`src/ble_pkg.sv`:
```
// Shared types and constants for the boolean expression lexer.
// Used by ble_front, ble_queue, ble_back and the top level; no dependencies.
package ble_pkg;

  localparam int VALUE_BITS     = 32;
  localparam int POS_BITS       = 16;
  localparam int ACC_EXT_BITS   = VALUE_BITS + 4;
  localparam int QUEUE_DEPTH    = 4;
  localparam int QUEUE_PTR_BITS = $clog2(QUEUE_DEPTH);
  localparam int QUEUE_CNT_BITS = $clog2(QUEUE_DEPTH + 1);

  localparam logic [2:0] KW_INPUT_LEN  = 3'd5;
  localparam logic [2:0] KW_OUTPUT_LEN = 3'd6;
  localparam logic [2:0] NAME_LEN_MAX  = 3'd7;

  localparam logic [7:0] CHAR_EQUAL = 8'h3D;
  localparam logic [7:0] CHAR_PLUS  = 8'h2B;
  localparam logic [7:0] CHAR_STAR  = 8'h2A;
  localparam logic [7:0] CHAR_TILDE = 8'h7E;
  localparam logic [7:0] CHAR_SEMI  = 8'h3B;
  localparam logic [7:0] CHAR_ZERO  = 8'h30;

  typedef enum logic [3:0] {
    KIND_KW_INPUT  = 4'd0,
    KIND_KW_OUTPUT = 4'd1,
    KIND_NAME      = 4'd2,
    KIND_INTEGER   = 4'd3,
    KIND_EQUAL     = 4'd4,
    KIND_PLUS      = 4'd5,
    KIND_STAR      = 4'd6,
    KIND_TILDE     = 4'd7,
    KIND_SEMI      = 4'd8,
    KIND_OTHER     = 4'd9
  } token_kind_e;

  // One queue entry: the flushed name/integer token (a) and the token the
  // character itself gives (b). Either may be absent.
  typedef struct packed {
    logic                  a_valid;
    token_kind_e           a_kind;
    logic [VALUE_BITS-1:0] a_value;
    logic                  a_ovf;
    logic [POS_BITS-1:0]   a_start;
    logic                  b_valid;
    token_kind_e           b_kind;
    logic [POS_BITS-1:0]   b_start;
    logic                  b_end;
  } tok_entry_t;

  function automatic logic [7:0] kw_input_char(logic [2:0] idx);
    logic [7:0] ch;
    case (idx)
      3'd0:    ch = 8'h69; // i
      3'd1:    ch = 8'h6E; // n
      3'd2:    ch = 8'h70; // p
      3'd3:    ch = 8'h75; // u
      3'd4:    ch = 8'h74; // t
      default: ch = 8'h00;
    endcase
    return ch;
  endfunction

  function automatic logic [7:0] kw_output_char(logic [2:0] idx);
    logic [7:0] ch;
    case (idx)
      3'd0:    ch = 8'h6F; // o
      3'd1:    ch = 8'h75; // u
      3'd2:    ch = 8'h74; // t
      3'd3:    ch = 8'h70; // p
      3'd4:    ch = 8'h75; // u
      3'd5:    ch = 8'h74; // t
      default: ch = 8'h00;
    endcase
    return ch;
  endfunction

endpackage

```
`src/ble_front.sv`:
```
// Front end: accepts characters, classifies them and tracks the pending token.
// Depends on ble_pkg; pushes token entries into ble_queue.
module ble_front (
  input  logic                clk_i,
  input  logic                rst_ni,
  input  logic                in_valid_i,
  output logic                in_ready_o,
  input  logic [7:0]          char_code_i,
  input  logic                end_of_input_i,
  input  logic                queue_full_i,
  output logic                push_o,
  output ble_pkg::tok_entry_t push_data_o
);

  typedef enum logic [1:0] {
    MODE_IDLE = 2'd0,
    MODE_NAME = 2'd1,
    MODE_INT  = 2'd2
  } scan_mode_e;

  scan_mode_e                      mode_q, mode_d;
  logic                            in_match_q, in_match_d;
  logic                            out_match_q, out_match_d;
  logic [2:0]                      len_q, len_d;
  logic [ble_pkg::VALUE_BITS-1:0]  acc_q, acc_d;
  logic                            ovf_q, ovf_d;
  logic [ble_pkg::POS_BITS-1:0]    cnt_q, cnt_d;
  logic [ble_pkg::POS_BITS-1:0]    start_q, start_d;

  logic                            accept;
  logic                            is_alpha, is_digit, is_space;
  logic [3:0]                      digit;
  logic [ble_pkg::ACC_EXT_BITS-1:0] acc_ext, acc_times10;
  logic                            name_in_ok, name_out_ok;
  ble_pkg::token_kind_e            flush_kind, op_kind;
  ble_pkg::tok_entry_t             entry;

  assign in_ready_o = !queue_full_i;
  assign accept     = in_valid_i && in_ready_o;

  assign is_alpha = (char_code_i >= 8'h61 && char_code_i <= 8'h7A) ||
                    (char_code_i >= 8'h41 && char_code_i <= 8'h5A);
  assign is_digit = (char_code_i >= 8'h30 && char_code_i <= 8'h39);
  assign is_space = (char_code_i == 8'h20) ||
                    (char_code_i >= 8'h09 && char_code_i <= 8'h0D);

  assign digit = 4'(char_code_i - ble_pkg::CHAR_ZERO);

  // acc*10 + d in a widened word; any bit above VALUE_BITS means overflow
  assign acc_ext     = ble_pkg::ACC_EXT_BITS'(acc_q);
  assign acc_times10 = (acc_ext << 3) + (acc_ext << 1) + ble_pkg::ACC_EXT_BITS'(digit);

  assign name_in_ok  = (len_q < ble_pkg::KW_INPUT_LEN) &&
                       (char_code_i == ble_pkg::kw_input_char(len_q));
  assign name_out_ok = (len_q < ble_pkg::KW_OUTPUT_LEN) &&
                       (char_code_i == ble_pkg::kw_output_char(len_q));

  always_comb begin
    flush_kind = ble_pkg::KIND_NAME;
    if (mode_q == MODE_INT) begin
      flush_kind = ble_pkg::KIND_INTEGER;
    end else if (in_match_q && len_q == ble_pkg::KW_INPUT_LEN) begin
      flush_kind = ble_pkg::KIND_KW_INPUT;
    end else if (out_match_q && len_q == ble_pkg::KW_OUTPUT_LEN) begin
      flush_kind = ble_pkg::KIND_KW_OUTPUT;
    end
  end

  always_comb begin
    case (char_code_i)
      ble_pkg::CHAR_EQUAL: op_kind = ble_pkg::KIND_EQUAL;
      ble_pkg::CHAR_PLUS:  op_kind = ble_pkg::KIND_PLUS;
      ble_pkg::CHAR_STAR:  op_kind = ble_pkg::KIND_STAR;
      ble_pkg::CHAR_TILDE: op_kind = ble_pkg::KIND_TILDE;
      ble_pkg::CHAR_SEMI:  op_kind = ble_pkg::KIND_SEMI;
      default:             op_kind = ble_pkg::KIND_OTHER;
    endcase
  end

  always_comb begin
    mode_d      = mode_q;
    in_match_d  = in_match_q;
    out_match_d = out_match_q;
    len_d       = len_q;
    acc_d       = acc_q;
    ovf_d       = ovf_q;
    cnt_d       = cnt_q;
    start_d     = start_q;

    entry         = '0;
    entry.a_kind  = flush_kind;
    entry.a_value = (mode_q == MODE_INT) ? acc_q : '0;
    entry.a_ovf   = (mode_q == MODE_INT) ? ovf_q : 1'b0;
    entry.a_start = start_q;
    entry.b_kind  = op_kind;
    entry.b_start = cnt_q;

    if (accept) begin
      if (end_of_input_i) begin
        entry.a_valid = (mode_q != MODE_IDLE);
        entry.b_valid = 1'b1;
        entry.b_kind  = ble_pkg::KIND_OTHER;
        entry.b_end   = 1'b1;
        mode_d        = MODE_IDLE;
        in_match_d    = 1'b0;
        out_match_d   = 1'b0;
        len_d         = '0;
        acc_d         = '0;
        ovf_d         = 1'b0;
      end else begin
        cnt_d = cnt_q + 1'b1;
        if (mode_q == MODE_NAME && (is_alpha || is_digit)) begin
          in_match_d  = in_match_q && name_in_ok;
          out_match_d = out_match_q && name_out_ok;
          len_d       = (len_q == ble_pkg::NAME_LEN_MAX) ? len_q : len_q + 1'b1;
        end else if (mode_q == MODE_INT && is_digit) begin
          ovf_d = ovf_q || (|acc_times10[ble_pkg::ACC_EXT_BITS-1:ble_pkg::VALUE_BITS]);
          acc_d = acc_times10[ble_pkg::VALUE_BITS-1:0];
        end else begin
          // close the pending token, then treat the character as fresh
          entry.a_valid = (mode_q != MODE_IDLE);
          mode_d        = MODE_IDLE;
          in_match_d    = 1'b0;
          out_match_d   = 1'b0;
          len_d         = '0;
          acc_d         = '0;
          ovf_d         = 1'b0;
          if (is_space) begin
            mode_d = MODE_IDLE;
          end else if (is_alpha) begin
            mode_d      = MODE_NAME;
            start_d     = cnt_q;
            in_match_d  = (char_code_i == ble_pkg::kw_input_char(3'd0));
            out_match_d = (char_code_i == ble_pkg::kw_output_char(3'd0));
            len_d       = 3'd1;
          end else if (is_digit) begin
            mode_d  = MODE_INT;
            start_d = cnt_q;
            acc_d   = ble_pkg::VALUE_BITS'(digit);
          end else begin
            entry.b_valid = 1'b1;
          end
        end
      end
    end
  end

  assign push_o      = accept && (entry.a_valid || entry.b_valid);
  assign push_data_o = entry;

  always_ff @(posedge clk_i or negedge rst_ni) begin
    if (!rst_ni) begin
      mode_q      <= MODE_IDLE;
      in_match_q  <= 1'b0;
      out_match_q <= 1'b0;
      len_q       <= '0;
      acc_q       <= '0;
      ovf_q       <= 1'b0;
      cnt_q       <= '0;
      start_q     <= '0;
    end else begin
      mode_q      <= mode_d;
      in_match_q  <= in_match_d;
      out_match_q <= out_match_d;
      len_q       <= len_d;
      acc_q       <= acc_d;
      ovf_q       <= ovf_d;
      cnt_q       <= cnt_d;
      start_q     <= start_d;
    end
  end

endmodule

```
`src/ble_queue.sv`:
```
// Small token-entry queue between the front end and the output stage.
// Depends on ble_pkg for the entry type and depth.
module ble_queue (
  input  logic                clk_i,
  input  logic                rst_ni,
  input  logic                push_i,
  input  ble_pkg::tok_entry_t push_data_i,
  output logic                full_o,
  input  logic                pop_i,
  output logic                valid_o,
  output ble_pkg::tok_entry_t head_o
);

  ble_pkg::tok_entry_t                mem_q [ble_pkg::QUEUE_DEPTH];
  logic [ble_pkg::QUEUE_PTR_BITS-1:0] wr_ptr_q, rd_ptr_q;
  logic [ble_pkg::QUEUE_CNT_BITS-1:0] count_q;
  logic                               do_pop;

  assign full_o  = (count_q == ble_pkg::QUEUE_CNT_BITS'(ble_pkg::QUEUE_DEPTH));
  assign valid_o = (count_q != '0);
  assign head_o  = mem_q[rd_ptr_q];
  assign do_pop  = pop_i && valid_o;

  always_ff @(posedge clk_i) begin
    if (push_i) begin
      mem_q[wr_ptr_q] <= push_data_i;
    end
  end

  always_ff @(posedge clk_i or negedge rst_ni) begin
    if (!rst_ni) begin
      wr_ptr_q <= '0;
      rd_ptr_q <= '0;
      count_q  <= '0;
    end else begin
      if (push_i) begin
        wr_ptr_q <= wr_ptr_q + 1'b1;
      end
      if (do_pop) begin
        rd_ptr_q <= rd_ptr_q + 1'b1;
      end
      if (push_i && !do_pop) begin
        count_q <= count_q + 1'b1;
      end else if (!push_i && do_pop) begin
        count_q <= count_q - 1'b1;
      end
    end
  end

`ifndef SYNTHESIS
  a_no_push_when_full: assert property (@(posedge clk_i) disable iff (!rst_ni)
    full_o |-> !push_i)
    else $error("queue written while full");

  a_count_tracks_push: assert property (@(posedge clk_i) disable iff (!rst_ni)
    (push_i && !pop_i) |=> (count_q == $past(count_q) + 1'b1))
    else $error("queue count did not advance on push");
`endif

endmodule

```
`src/ble_back.sv`:
```
// Output stage: takes queue entries and delivers their tokens one per cycle while out_ready_i is high.
// Depends on ble_pkg; reads from ble_queue.
module ble_back (
  input  logic                clk_i,
  input  logic                rst_ni,
  input  logic                q_valid_i,
  input  ble_pkg::tok_entry_t q_head_i,
  output logic                q_pop_o,
  output logic                out_valid_o,
  input  logic                out_ready_i,
  output logic [3:0]          token_kind_o,
  output logic [31:0]         int_value_o,
  output logic                overflowed_o,
  output logic [15:0]         token_start_o,
  output logic                is_end_o,
  output logic                last_o
);

  ble_pkg::tok_entry_t cur_q, cur_d;
  logic                cur_valid_q, cur_valid_d;
  logic                sel_b_q, sel_b_d;
  logic                fire, entry_done, load;
  logic [63:0]         value_wide;
  logic [31:0]         start_wide;

  assign fire       = cur_valid_q && out_ready_i;
  assign entry_done = fire && (sel_b_q || !cur_q.b_valid);
  assign load       = !cur_valid_q || entry_done;
  assign q_pop_o    = load && q_valid_i;

  always_comb begin
    cur_d       = cur_q;
    cur_valid_d = cur_valid_q;
    sel_b_d     = sel_b_q;
    if (load) begin
      cur_valid_d = q_valid_i;
      cur_d       = q_head_i;
      sel_b_d     = !q_head_i.a_valid;
    end else if (fire) begin
      // first token taken, second follows
      sel_b_d = 1'b1;
    end
  end

  always_ff @(posedge clk_i) begin
    cur_q <= cur_d;
  end

  always_ff @(posedge clk_i or negedge rst_ni) begin
    if (!rst_ni) begin
      cur_valid_q <= 1'b0;
      sel_b_q     <= 1'b0;
    end else begin
      cur_valid_q <= cur_valid_d;
      sel_b_q     <= sel_b_d;
    end
  end

  assign value_wide = 64'(cur_q.a_value);
  assign start_wide = sel_b_q ? 32'(cur_q.b_start) : 32'(cur_q.a_start);

  assign out_valid_o   = cur_valid_q;
  assign token_kind_o  = sel_b_q ? cur_q.b_kind : cur_q.a_kind;
  assign int_value_o   = sel_b_q ? 32'd0 : value_wide[31:0];
  assign overflowed_o  = sel_b_q ? 1'b0 : cur_q.a_ovf;
  assign token_start_o = start_wide[15:0];
  assign is_end_o      = sel_b_q && cur_q.b_end;
  assign last_o        = sel_b_q || !cur_q.b_valid;

`ifndef SYNTHESIS
  a_second_token_present: assert property (@(posedge clk_i) disable iff (!rst_ni)
    (cur_valid_q && sel_b_q) |-> cur_q.b_valid)
    else $error("second token shown without one queued");

  a_pair_follows: assert property (@(posedge clk_i) disable iff (!rst_ni)
    (out_valid_o && out_ready_i && !last_o) |=> (out_valid_o && sel_b_q))
    else $error("second token of a pair lost");
`endif

endmodule

```
`src/boolean_expression_lexer.sv`:
```
// Top level of the boolean expression lexer: front end, entry queue, output stage.
// Depends on ble_pkg, ble_front, ble_queue and ble_back.
//
//   channel | handshake               | payload
//   --------+-------------------------+---------------------------------------------
//   in      | in_valid_i / in_ready_o | char_code_i, end_of_input_i
//   out     | out_valid_o/out_ready_i | token_kind_o, int_value_o, overflowed_o,
//           |                         | token_start_o, is_end_o, last_o
//
// One character is accepted per cycle while the four-entry queue has room.
// A character that closes a token and gives one of its own yields two tokens
// from one queue entry, and the output port shows them one after the other.
// The first token of a character is written into the queue entry and then
// loaded into the output stage's current-entry register before it is offered.
// Reset clears all scan state and the queue at once; no clearing pass.
// A stalled output fills the queue, after which in_ready_o drops.
module boolean_expression_lexer (
  input  logic        clk_i,
  input  logic        rst_ni,
  input  logic        in_valid_i,
  output logic        in_ready_o,
  input  logic [7:0]  char_code_i,
  input  logic        end_of_input_i,
  output logic        out_valid_o,
  input  logic        out_ready_i,
  output logic [3:0]  token_kind_o,
  output logic [31:0] int_value_o,
  output logic        overflowed_o,
  output logic [15:0] token_start_o,
  output logic        is_end_o,
  output logic        last_o
);

  logic                push, full, pop, q_valid;
  ble_pkg::tok_entry_t push_data, head;

  ble_front u_front (
    .clk_i          (clk_i),
    .rst_ni         (rst_ni),
    .in_valid_i     (in_valid_i),
    .in_ready_o     (in_ready_o),
    .char_code_i    (char_code_i),
    .end_of_input_i (end_of_input_i),
    .queue_full_i   (full),
    .push_o         (push),
    .push_data_o    (push_data)
  );

  ble_queue u_queue (
    .clk_i       (clk_i),
    .rst_ni      (rst_ni),
    .push_i      (push),
    .push_data_i (push_data),
    .full_o      (full),
    .pop_i       (pop),
    .valid_o     (q_valid),
    .head_o      (head)
  );

  ble_back u_back (
    .clk_i         (clk_i),
    .rst_ni        (rst_ni),
    .q_valid_i     (q_valid),
    .q_head_i      (head),
    .q_pop_o       (pop),
    .out_valid_o   (out_valid_o),
    .out_ready_i   (out_ready_i),
    .token_kind_o  (token_kind_o),
    .int_value_o   (int_value_o),
    .overflowed_o  (overflowed_o),
    .token_start_o (token_start_o),
    .is_end_o      (is_end_o),
    .last_o        (last_o)
  );

endmodule
```
`config.mk`:
```
export PLATFORM = sky130hd
export DESIGN_NAME = boolean_expression_lexer
export DESIGN_NICKNAME = d
export VERILOG_FILES = /design/src/ble_pkg.sv /design/src/ble_front.sv /design/src/ble_queue.sv /design/src/ble_back.sv /design/src/boolean_expression_lexer.sv
export SDC_FILE = /design/constraint.sdc
export NUM_CORES = 1
export LEC_CHECK = 0
export ABC_AREA = 1
export CAP_MARGIN = 20
export CORE_ASPECT_RATIO = 1.1
export CORE_MARGIN = 2
export CORE_UTILIZATION = 58
export DETAILED_ROUTE_END_ITERATION = 7
export DONT_BUFFER_PORTS = 1
export MAX_ROUTING_LAYER = met4
export PLACE_DENSITY = 0.85
export SYNTH_ARGS = -nofsm -noshare
export SYNTH_HDL_FRONTEND = slang
export SYNTH_SLANG_ARGS = --single-unit
```
`constraint.sdc`:
```
create_clock -name clk_i -period 5.5 [get_ports clk_i]
set_clock_uncertainty 0.2 [all_clocks]
set_input_delay 0.55 -clock clk_i [delete_from_list [all_inputs] [get_ports clk_i]]
set_output_delay 0.55 -clock clk_i [all_outputs]
set_load 0.05 [all_outputs]
```
==> flow_metrics.py <==
metrics = {
    "synth": {
        "combinational_family_with_the_most_area_after_synthesis": "simple AND/OR/NAND/NOR gates",
        "synthesis.nets": 2000,
        "synth-adder-area-share_pct": 4.875,
        "yosysSeqAreaShare_pct": 64.00,
        "synth_largest_type_area_fraction_pct": 54.11,
        "yosys_register_bits": 450,
        "most_area_hungry_cell_type_in_the_yosys_netlist": "sky130_fd_sc_hd__edfxtp_1",
        "xor_xnor_share_of_the_synthesized_area_pct": 1.540,
        "simple_gate_share_of_the_synthesized_area_pct": 14.36,
        "syn-mean-instance-area_um2": 10.73,
        "yosys-top-cells-area": "sky130_fd_sc_hd__edfxtp_1 54%, sky130_fd_sc_hd__dfrtp_1 9.9%, sky130_fd_sc_hd__nand2_1 5.9%, sky130_fd_sc_hd__nor2_1 5.5%, sky130_fd_sc_hd__o21ai_0 4.7%",
        "synth-compound-area-share_pct": 9.897,
        "synth_mux_area_share_pct": 0.05499,
        "synthCells": 1909,
        "synthDistinctLibCells": 50,
        "syn-cell-area_um2": 20480,
        "yosysWarnings": 0,
    },
    "detailed_routing": {
        "route.detailed.wl_per_inst_um": 19.53,
        "drt-vias-per-instance": 5.791,
        "ant_nets": 0,
        "via_count": 13830,
        "drt_first_pass_iters": 7,
        "drc_errors": 0,
        "drtIter0Drc": 1309,
        "detail_route.wirelength_mm": 46.63,
    },
    "cells_and_area": {
        "n_antenna_cell": 0,
        "syn_to_final_growth_pct": 10.23,
        "filler_cell_count": 2525,
        "drive_above_1_share_pct": 7.819,
        "most_common_cell_after_layout_fill_and_taps_aside": "sky130_fd_sc_hd__edfxtp_1",
        "finalNetCount": 1999,
        "most-common-layout-cells": "369 x sky130_fd_sc_hd__edfxtp_1, 320 x sky130_fd_sc_hd__nand2_1, 295 x sky130_fd_sc_hd__nor2_1, 196 x sky130_fd_sc_hd__inv_1, 191 x sky130_fd_sc_hd__o21ai_0",
    },
    "grt": {
        "globalRouteTotalUtil_pct": 26.66,
        "grt_max_degree": 117,
        "global_route_wire_length_before_repair_mm": 74.33,
        "first_global_vias": 13950,
        "grt_remaining_overflow": 0,
        "antenna_found_initial": 0,
    },
    "pwr": {
        "totalPowerFinal_uw": 12110,
        "power.share.combinational_pct": 29.2,
        "p_seq_share_pct": 44.7,
        "power.ir.vdd_worst_mv": 0.3306,
        "switching_fraction_of_total_power_pct": 37.82,
        "p_per_area_nw_per_um2": 536.4,
        "power_frac_clock_pct": 26.1,
        "cell_internal_pwr_uw": 7529,
        "switchingPower_uw": 4579,
        "power_leakage_uw": 0.009066,
    },
    "placement": {
        "port_buffers": 0,
        "gp_congestion": 0.9500,
        "dp_hpwl_mm": 28.43,
    },
    "setup_path": {
        "crit_path_max_fanout": 26,
        "worst_setup_path_start_kind": "register",
        "crit_arrival_ps": 3570,
        "timing.setup.critical_path_class": "register to register",
        "cp-end-kind": "register",
        "cp.required_ps": 5520,
    },
    "floorplanning": {
        "io_pins": 70,
        "fp.dieH_um": 201.1,
        "die_area_um2": 36830,
        "die_width_um": 183.2,
        "start_util_pct": 58.59,
        "placementRows": 72,
        "coreArea_um2": 34950,
    },
    "sta": {
        "drv_slew": 0,
        "slew_limit_headroom_pct": 22.89,
        "timing.final.setup_violations": 0,
        "tns_ps": 0,
        "timing_worst_slew_pin_value_ps": 1157,
        "min_period_ps": 3552,
        "finalHoldViolations": 0,
        "max_freq_ghz": 0.2815,
        "fin_crit_sh_pct": 64.59,
        "grt_setup_unrepaired": "false",
    },
    "run": {
        "max_cap_violations": 0,
    },
    "clocking": {
        "cts_sinks": 450,
        "clk_latency_ps": 570,
        "cts_tree": "yes",
        "post-cts-setup-buffers": 0,
        "cts_bufs_inserted": 44,
        "holdBufCountCts": 6,
        "cts.path.max_buffers": 3,
        "cts-resized-gates": 0,
        "worst_setup_hold_path_clk_slew_ps": 60,
        "cts_htree_levels": 2,
        "ctsRootBufferMaster": "sky130_fd_sc_hd__clkbuf_16",
    },
    "hold_path": {
        "holdCritPathClass": "input port to register",
    },
    "status": {
        "outcome": "complete, no violations",
    },
}
==> kinds of logic after synthesis <==
group / Yosys count
adder cells (fa/ha/maj): 78
flip-flops: 450
AO/OA/AOI/OAI: 354
multiplexers: 1
AND/OR/NAND/NOR: 714
buffers and inverters: 276
XOR/XNOR: 36
==> power groups by stage <==
stage / Clock (uW) / Combinational, uW / Sequential (uW)
finish: 3170 / 3540 / 5410
global route: 3330 / 3820 / 5490
CTS: 3200 / 3530 / 5400
detailed placement: 0 / 3460 / 5450
global placement: 0 / 3340 / 5390
floorplan: 0 / 2680 / 5340
==> cell usage after synthesis (all sizes together) <==
cell type,number
a21oi,45
mux2,1
o211ai,2
and2,1
xnor2,11
inv,205
xor2,25
o21ai,200
dfrtp,81
a211oi,1
buf,9
nor3,10
edfxtp,369
nand4,13
and3,1
o31ai,4
ha,75
o21bai,6
nor2,305
nand3b,3
or2,3
nor3b,1
o22ai,92
nand3,45
clkbuf,58
clkinv,4
fa,3
a21boi,1
o2111ai,2
a22oi,1
nand2,332
==> final timing paths <==
kind	slack (ps)	endpoint	start	depth (start not counted)
max	1950	u_queue.mem_q[0][57]	u_queue.count_q[0]	9
min	20	u_front.mode_q[0]	end_of_input_i	3
max reg2reg	1950	u_queue.mem_q[0][57]	u_queue.count_q[0]	9
min reg2reg	300	u_front.in_match_q	u_front.in_match_q	2
max in group asynchronous	4290	u_queue.rd_ptr_q[1]	rst_ni	2
min in group asynchronous	330	u_front.acc_q[7]	rst_ni	2
==> state kept, by name, indices dropped and copies added, names as in the netlist, 2 cells and up <==
signal / flops
u_back.cur_q: 73
u_queue.rd_ptr_q: 2
u_queue.wr_ptr_q: 2
u_front.len_q: 3
u_front.mode_q: 2
u_front.cnt_q: 16
u_front.acc_q: 32
u_front.start_q: 16
u_queue.mem_q: 296
u_queue.count_q: 3
==> metrics by stage <==
stage               cell area, um2  hold WS, ps  utilization, %  std cells  worst slack (ps)
floorplan                    20480        54.41               -       1909            -152.1
global placement             20930        59.49           59.88       2299              1925
detailed placement           20930        59.19           59.88       2299              1825
CTS                          22560        12.48           64.55       2387              1948
global route                 22580        35.11           64.59       2388              1605
finish                       22580        19.46           64.59       2388              1948
==> critical path, stage by stage, from the launching register on <==
cell and delay [ps]:
sky130_fd_sc_hd__dfrtp_1 420, sky130_fd_sc_hd__nor2_1 120, sky130_fd_sc_hd__a21boi_4 320, sky130_fd_sc_hd__inv_1 120, sky130_fd_sc_hd__nor2_1 390, sky130_fd_sc_hd__a21oi_1 210, sky130_fd_sc_hd__nand2_4 140, sky130_fd_sc_hd__inv_2 100
sky130_fd_sc_hd__nor2_4 660, sky130_fd_sc_hd__buf_4 500
==> metal layers <==
metal,global-route usage (%),routed length [um]
met2,44.12,23600
met5,-,0
met4,9.486,1466
met3,3.973,2993
met1,33.73,18570
==> final cells by class <==
class | instances | area (um2) | share of cell area [%]
Inverter | 209 | 795.8 | 3.525
Clock inverter | 27 | 344.1 | 1.524
Multi-Input combinational cell | 1183 | 6330 | 28.04
Clock buffer | 55 | 1212 | 5.370
Sequential cell | 450 | 13110 | 58.09
Timing Repair Buffer | 20 | 224.0 | 0.9921
Tap cell | 444 | 555.5 | 2.461
No activity file was read; power rests on OpenSTA's default activity.
